$ cat src/rtl/core/bied_pkg.sv
// Shared types and constants of the banked interrupt enable and dispatch block.
`default_nettype none
package bied_pkg;

	localparam int PEND_W        = 32;
	localparam int IDX_W         = $clog2(PEND_W);
	localparam int IRQ_W         = 7;
	localparam int BASIC_W       = 8;

	localparam logic [BASIC_W-1:0] BASIC_MASK = 8'hFF;

	localparam logic [1:0] CMD_SET      = 2'd0;
	localparam logic [1:0] CMD_CLEAR    = 2'd1;
	localparam logic [1:0] CMD_DISPATCH = 2'd2;

	localparam logic [1:0] BANK_ONE   = 2'd0;
	localparam logic [1:0] BANK_TWO   = 2'd1;
	localparam logic [1:0] BANK_BASIC = 2'd2;

	localparam logic [IRQ_W-1:0] OFFSET_ONE   = 7'd0;
	localparam logic [IRQ_W-1:0] OFFSET_TWO   = 7'(1 << 5);
	localparam logic [IRQ_W-1:0] OFFSET_BASIC = 7'(2 << 5);

	localparam logic [IRQ_W-1:0] IRQ_MAX = 7'd71;

	typedef struct packed {
		logic             start;
		logic [IRQ_W-1:0] base;
	} scan_req_t;

endpackage
`default_nettype wire

$ cat src/rtl/core/bied_enables.sv
// Per-bank enable masks and the masked pending vector for a dispatch.
`default_nettype none
module bied_enables
	import bied_pkg::*;
#(
	parameter int BANK_WIDTH = 32
) (
	input  wire logic              clk,
	input  wire logic              arst_n,
	input  wire logic              wr_en,
	input  wire logic [1:0]        command,
	input  wire logic [1:0]        bank,
	input  wire logic [31:0]       write_mask,
	input  wire logic [31:0]       source_lines,
	output logic      [PEND_W-1:0] pend
);

	logic [BANK_WIDTH-1:0] en_one_q;
	logic [BANK_WIDTH-1:0] en_two_q;
	logic [BASIC_W-1:0]    en_basic_q;
	logic [BANK_WIDTH-1:0] wm_bank;
	logic [BASIC_W-1:0]    wm_basic;

	assign wm_bank  = write_mask[BANK_WIDTH-1:0];
	assign wm_basic = write_mask[BASIC_W-1:0] & BASIC_MASK;

	always_ff @(posedge clk or negedge arst_n) begin
		if (!arst_n) begin
			en_one_q   <= '0;
			en_two_q   <= '0;
			en_basic_q <= '0;
		end else if (wr_en) begin
			case (command)
				CMD_SET: begin
					case (bank)
						BANK_ONE:   en_one_q   <= en_one_q | wm_bank;
						BANK_TWO:   en_two_q   <= en_two_q | wm_bank;
						BANK_BASIC: en_basic_q <= en_basic_q | wm_basic;
						default: ;
					endcase
				end
				CMD_CLEAR: begin
					case (bank)
						BANK_ONE:   en_one_q   <= en_one_q & ~wm_bank;
						BANK_TWO:   en_two_q   <= en_two_q & ~wm_bank;
						BANK_BASIC: en_basic_q <= en_basic_q & ~wm_basic;
						default: ;
					endcase
				end
				default: ;
			endcase
		end
	end

	// unknown bank dispatches nothing
	always_comb begin
		pend = '0;
		case (bank)
			BANK_ONE:   pend[BANK_WIDTH-1:0] = source_lines[BANK_WIDTH-1:0] & en_one_q;
			BANK_TWO:   pend[BANK_WIDTH-1:0] = source_lines[BANK_WIDTH-1:0] & en_two_q;
			BANK_BASIC: pend[BASIC_W-1:0]    = source_lines[BASIC_W-1:0] & en_basic_q;
			default:    pend = '0;
		endcase
	end

endmodule
`default_nettype wire

$ cat src/rtl/core/bied_scan.sv
// Bit-serial pending scan with its sequencer and output register.
`default_nettype none
module bied_scan
	import bied_pkg::*;
(
	input  wire logic              clk,
	input  wire logic              arst_n,
	input  wire scan_req_t         req,
	input  wire logic [PEND_W-1:0] pend,
	output logic                   busy,
	output logic                   irq_valid,
	input  wire logic              irq_stall,
	output logic      [IRQ_W-1:0]  irq_number,
	output logic                   last
);

	localparam logic ST_IDLE = 1'b0;
	localparam logic ST_SCAN = 1'b1;

	logic              state_q;
	logic [PEND_W-1:0] pend_q;
	logic [IDX_W-1:0]  idx_q;
	logic [IRQ_W-1:0]  base_q;
	logic              ovalid_q;
	logic [IRQ_W-1:0]  onum_q;
	logic              olast_q;

	logic out_free;
	logic hit;
	logic rest_zero;
	logic emit;
	logic advance;

	assign out_free  = !ovalid_q || !irq_stall;
	assign hit       = pend_q[0];
	assign rest_zero = (pend_q[PEND_W-1:1] == '0);
	assign emit      = (state_q == ST_SCAN) && hit && out_free;
	// a set bit holds the scan until the output register can take it
	assign advance   = (state_q == ST_SCAN) && (!hit || out_free);

	always_ff @(posedge clk or negedge arst_n) begin
		if (!arst_n) begin
			state_q <= ST_IDLE;
		end else begin
			case (state_q)
				ST_IDLE: if (req.start && pend != '0) state_q <= ST_SCAN;
				ST_SCAN: if (advance && rest_zero) state_q <= ST_IDLE;
				default: state_q <= ST_IDLE;
			endcase
		end
	end

	always_ff @(posedge clk) begin
		if (state_q == ST_IDLE && req.start) begin
			pend_q <= pend;
			idx_q  <= '0;
			base_q <= req.base;
		end else if (advance) begin
			pend_q <= pend_q >> 1;
			idx_q  <= idx_q + 1'b1;
		end
	end

	always_ff @(posedge clk or negedge arst_n) begin
		if (!arst_n) begin
			ovalid_q <= 1'b0;
		end else if (out_free) begin
			ovalid_q <= emit;
		end
	end

	always_ff @(posedge clk) begin
		if (emit) begin
			onum_q  <= base_q + IRQ_W'(idx_q);
			olast_q <= rest_zero;
		end
	end

	assign busy       = (state_q == ST_SCAN);
	assign irq_valid  = ovalid_q;
	assign irq_number = onum_q;
	assign last       = olast_q;

endmodule
`default_nettype wire

$ cat src/rtl/core/banked_interrupt_enable_dispatch_top.sv
// Top level of the banked interrupt enable and dispatch block.
// Three banks of interrupt sources (two of BANK_WIDTH, a basic bank of 8) each
// keep an enable mask. A set or clear word updates the addressed bank's mask in
// the cycle it is taken and yields no result. A dispatch word masks the raw
// request lines with the bank's enables and emits each pending interrupt number
// (bank offset 0, 32 or 64 plus bit), lowest bit first, with last on the final
// one; nothing pending yields nothing. The scan shifts the pending vector one
// bit per cycle unless a set bit waits on a stalled output, and a dispatch holds
// the input while it scans each bit up to and including its highest pending bit
// (at most 32); a finished result may wait in the output register while the
// next word is taken.
`default_nettype none
module banked_interrupt_enable_dispatch_top
	import bied_pkg::*;
#(
	parameter int BANK_WIDTH = 32
) (
	input  wire logic             clk,
	input  wire logic             arst_n,
	input  wire logic             item_valid,
	output logic                  item_stall,
	input  wire logic [1:0]       command,
	input  wire logic [1:0]       bank,
	input  wire logic [31:0]      write_mask,
	input  wire logic [31:0]      source_lines,
	output logic                  irq_valid,
	input  wire logic             irq_stall,
	output logic      [IRQ_W-1:0] irq_number,
	output logic                  last
);

	logic              accept;
	logic              busy;
	logic [PEND_W-1:0] pend;
	scan_req_t         req;

	assign item_stall = busy;
	assign accept     = item_valid && !item_stall;

	always_comb begin
		req.start = accept && (command == CMD_DISPATCH);
		case (bank)
			BANK_ONE:   req.base = OFFSET_ONE;
			BANK_TWO:   req.base = OFFSET_TWO;
			BANK_BASIC: req.base = OFFSET_BASIC;
			default:    req.base = OFFSET_ONE;
		endcase
	end

	bied_enables #(
		.BANK_WIDTH(BANK_WIDTH)
	) u_enables (
		.clk         (clk),
		.arst_n      (arst_n),
		.wr_en       (accept),
		.command     (command),
		.bank        (bank),
		.write_mask  (write_mask),
		.source_lines(source_lines),
		.pend        (pend)
	);

	bied_scan u_scan (
		.clk       (clk),
		.arst_n    (arst_n),
		.req       (req),
		.pend      (pend),
		.busy      (busy),
		.irq_valid (irq_valid),
		.irq_stall (irq_stall),
		.irq_number(irq_number),
		.last      (last)
	);

	// a word that is not last means the scan still holds a pending bit
	a_more_pending: assert property (@(posedge clk) disable iff (!arst_n)
		irq_valid && !last |-> busy)
		else $error("non-last word with scan idle");

	a_dispatch_starts: assert property (@(posedge clk) disable iff (!arst_n)
		req.start && (pend != '0) |=> busy)
		else $error("dispatch with pending bits did not start scan");

	a_irq_range: assert property (@(posedge clk) disable iff (!arst_n)
		irq_valid |-> irq_number <= IRQ_MAX)
		else $error("interrupt number out of range");

endmodule
`default_nettype wire

$ cat config.mk
export PLATFORM = sky130hd
export DESIGN_NAME = banked_interrupt_enable_dispatch_top
export DESIGN_NICKNAME = d
export VERILOG_FILES = /design/src/rtl/core/bied_pkg.sv /design/src/rtl/core/bied_enables.sv /design/src/rtl/core/bied_scan.sv /design/src/rtl/core/banked_interrupt_enable_dispatch_top.sv
export SDC_FILE = /design/constraint.sdc
export NUM_CORES = 1
export LEC_CHECK = 0
export BUFFER_PORTS_ARGS = -buffer_cell sky130_fd_sc_hd__clkbuf_2
export CAP_MARGIN = 40
export CORE_AREA = 2 2 115 117
export CTS_CLUSTER_DIAMETER = 40
export DETAILED_ROUTE_END_ITERATION = 16
export DIE_AREA = 0 0 117 119
export MAX_ROUTING_LAYER = met4
export PLACE_DENSITY_LB_ADDON = 0.08
export SLEW_MARGIN = 15
export SYNTH_ARGS = -nofsm -noshare
export SYNTH_HDL_FRONTEND = slang
export SYNTH_SLANG_ARGS = --single-unit
$ cat constraint.sdc
create_clock -name clk -period 3.3 [get_ports clk]
set_clock_uncertainty 0.2 [all_clocks]
set_input_delay 0.66 -clock clk [delete_from_list [all_inputs] [get_ports clk]]
set_output_delay 0.66 -clock clk [all_outputs]
set_load 0.02 [all_outputs]
==> flow_summary.toml <==
[status]
outcome = "finished, final reports clean"

[die]
die_width_um = 117
dieArea_um2 = 13900
start_util_pct = 43.5
num_rows = 42
ios = 82
floorplan.core_area_um2 = 12900
die_h_um = 119

[sta]
rsz0062_at_grt = "no"
worst_pin_slew_ns = 0.724
finalSetupViolCount = 0
fmax_mhz = 407
whs_ns = 0.0123
hold_viol_final = 0
post-route-min-period_ns = 2.46
finalCritPeriodShare_pct = 74.5
slew_violations = 0
setup_tns_ns = 0
relSlewSlack_pct = 51.7

[cells_and_area]
postLayoutCoreUtil_pct = 51.9
final_cells = 766
final_cell_mix = "clkbuf_2, dfrtp_1, a21oi_1"
fin_nets = 649
layout-drive-gt1-share_pct = 22.4
syn_to_final_growth_pct = 19.2
layout_commonest_cell = "clkbuf_2"

[clock_network]
cts_tree = "yes"
numCtsBuffers = 17
clk_latency_ns = 0.41
cts.sink_count = 121
cts_setup_buffers = 0
cts_root_buf = "clkbuf_16"
clk_pin_slew_ns = 0.05
cts-htree-levels = 4
cts_hold_buffers = 0
post_cts_resized = 0
ctsLongestPathBuffers = 2

[detailed_routing]
wl_met2_um = 6400
highest_layer = "met4"
met1_length_um = 6830
wl_per_cell_um = 18.2
drt_iter0_drc = 372
vias = 4376
route.detailed.drc = 0
first_pass_iters = 5
via_per_inst = 5.71
antenna_left = 0
wl_met3_um = 549
routed_wl_um = 14000

[logic_synthesis]
syn-num-nets = 575
synth_top_cells_by_area = "dfrtp_1, edfxtp_1, a31oi_1, a21oi_1, mux2i_1"
synth-edff-count = 42
avgSynthCellArea_um2 = 11.2
yosysSeqAreaShare_pct = 57.3
async_reset_ff_share_pct = 61.2
netlist_area_um2 = 5600
yosys.area.top_type_share_pct = 33.0
ys_ff_latch = 121
synth_top_area_cell = "dfrtp_1"
syn_inst = 502
yosysWarnings = 0
ys.flop_type = "dfrtp_1"
synth.distinct_cells = 39

[placement]
dpl.cell_count = 733
io_buffers = 81
routabilityCongestion = 0.801
dpl.hpwl_um = 9620

[setup_path]
r2r-start = "u_scan.busy$_DFF_PN0_"
cp_top_family = "buffers and inverters"
r2r_cells = 5
path_class = "input port to flop"
critPathRequiredTime_ns = 3.35
crit_fanout = 27
cp_slowest_cell = "buf_4"
start_kind = "input port"
cp-end-kind = "flop"
critical_path_arrival_ns = 2.51
cpPeakStageDelay_ns = 0.43
path_cells = "clkbuf_2, buf_4, mux2i_1, o32ai_1, nor4_1, and4_1, a41oi_1"
path_buf_inv = 2
r2r_slack_ns = 0.98

[global_route]
grt_usage_pct = 22.3
grt-ovfl-total = 0
antenna_found_initial = 1
grt_pass1_vias = 4265
grt_pass1_wl_um = 22700
grt_max_degree = 58

[pwr]
peakVddDrop_uv = 416
p_total_mw = 6.00
power_density_nw_per_um2 = 898
p_leak_nw = 2.80

[worst_hold_path]
hp-class = "input port to asynchronous set/reset pin"

[run]
drv_cap = 0
## kinds of logic (layout without fill, tap and decap cells)
group / after synthesis / count (layout) / synth area share [%]
other: 0 / 1 / 0
buffers and inverters: 50 / 137 / 4.58
adders and majority gates: 1 / 1 / 0.223
xor gates and xnor gates: 4 / 4 / 0.625
muxes: 40 / 40 / 7.30
AOI/OAI and AO/OA: 187 / 187 / 19.9
DFF: 121 / 121 / 57.3
and+or+nand+nor: 99 / 99 / 10.1
## power breakdown
group          switching (mW)  internal [mW]  leakage (nW)
sequential              0.450           2.44          1.34
combinational           0.848          0.675          1.22
clock                   0.608          0.972         0.244
## area by class of cell
cell class	instances	area [um^2]
Fill cell	1173	6190
Sequential cell	121	3210
Multi-Input combinational cell	331	2150
Timing Repair Buffer	96	563
Clock buffer	28	477
Tap cell	176	220
Inverter	9	33.8
Clock inverter	4	20.0
Antenna cell	1	2.50
## synthesized netlist by cell type (all sizes together), types with 2 or more instances
cell and n:
nor2b 4, clkbuf 15, nand3b 8, and4 3, nor3 3, nand4 3, dfrtp 74, a31oi 72
a21oi 73, nand2b 8, o31ai 8, buf 26, edfxtp 42, mux2 7, inv 8, nand2 38
mux2i 33, o32ai 8, dfxtp 5, nor3b 10, and2 2, nor4 11, o41ai 9, xor2 3
o21ai 16, nor2 5
## metrics by stage
stage	cell area, um^2	setup WS, ns
after floorplan	5600	0.944
after global placement	6150	0.468
after detailed placement	6180	0.411
after CTS	6680	0.841
after global routing	6680	0.708
final	6680	0.842
## worst max path at each step
stage / startpoint / endpoint / cells past startpoint
3_3_place_gp: bank[0] / u_scan.busy$_DFF_PN0_ / 7
2_1_floorplan: command[0] / u_scan.pend_q[0]$_DFFE_PP_ / 5
4_1_cts: bank[0] / u_scan.busy$_DFF_PN0_ / 7
5_1_grt: bank[0] / u_scan.busy$_DFF_PN0_ / 7
6_report: bank[0] / u_scan.busy$_DFF_PN0_ / 7
3_5_place_dp: bank[0] / u_scan.busy$_DFF_PN0_ / 7
## metal layers
metal | up-vias | global-route usage [%]
met5 | - | -
met4 | 0 | 7.65
met3 | 13 | 4.53
met2 | 119 | 32.5
met1 | 2152 | 31.3
li1 | 2092 | -
Note: power is estimated with default switching activity, not from simulation.
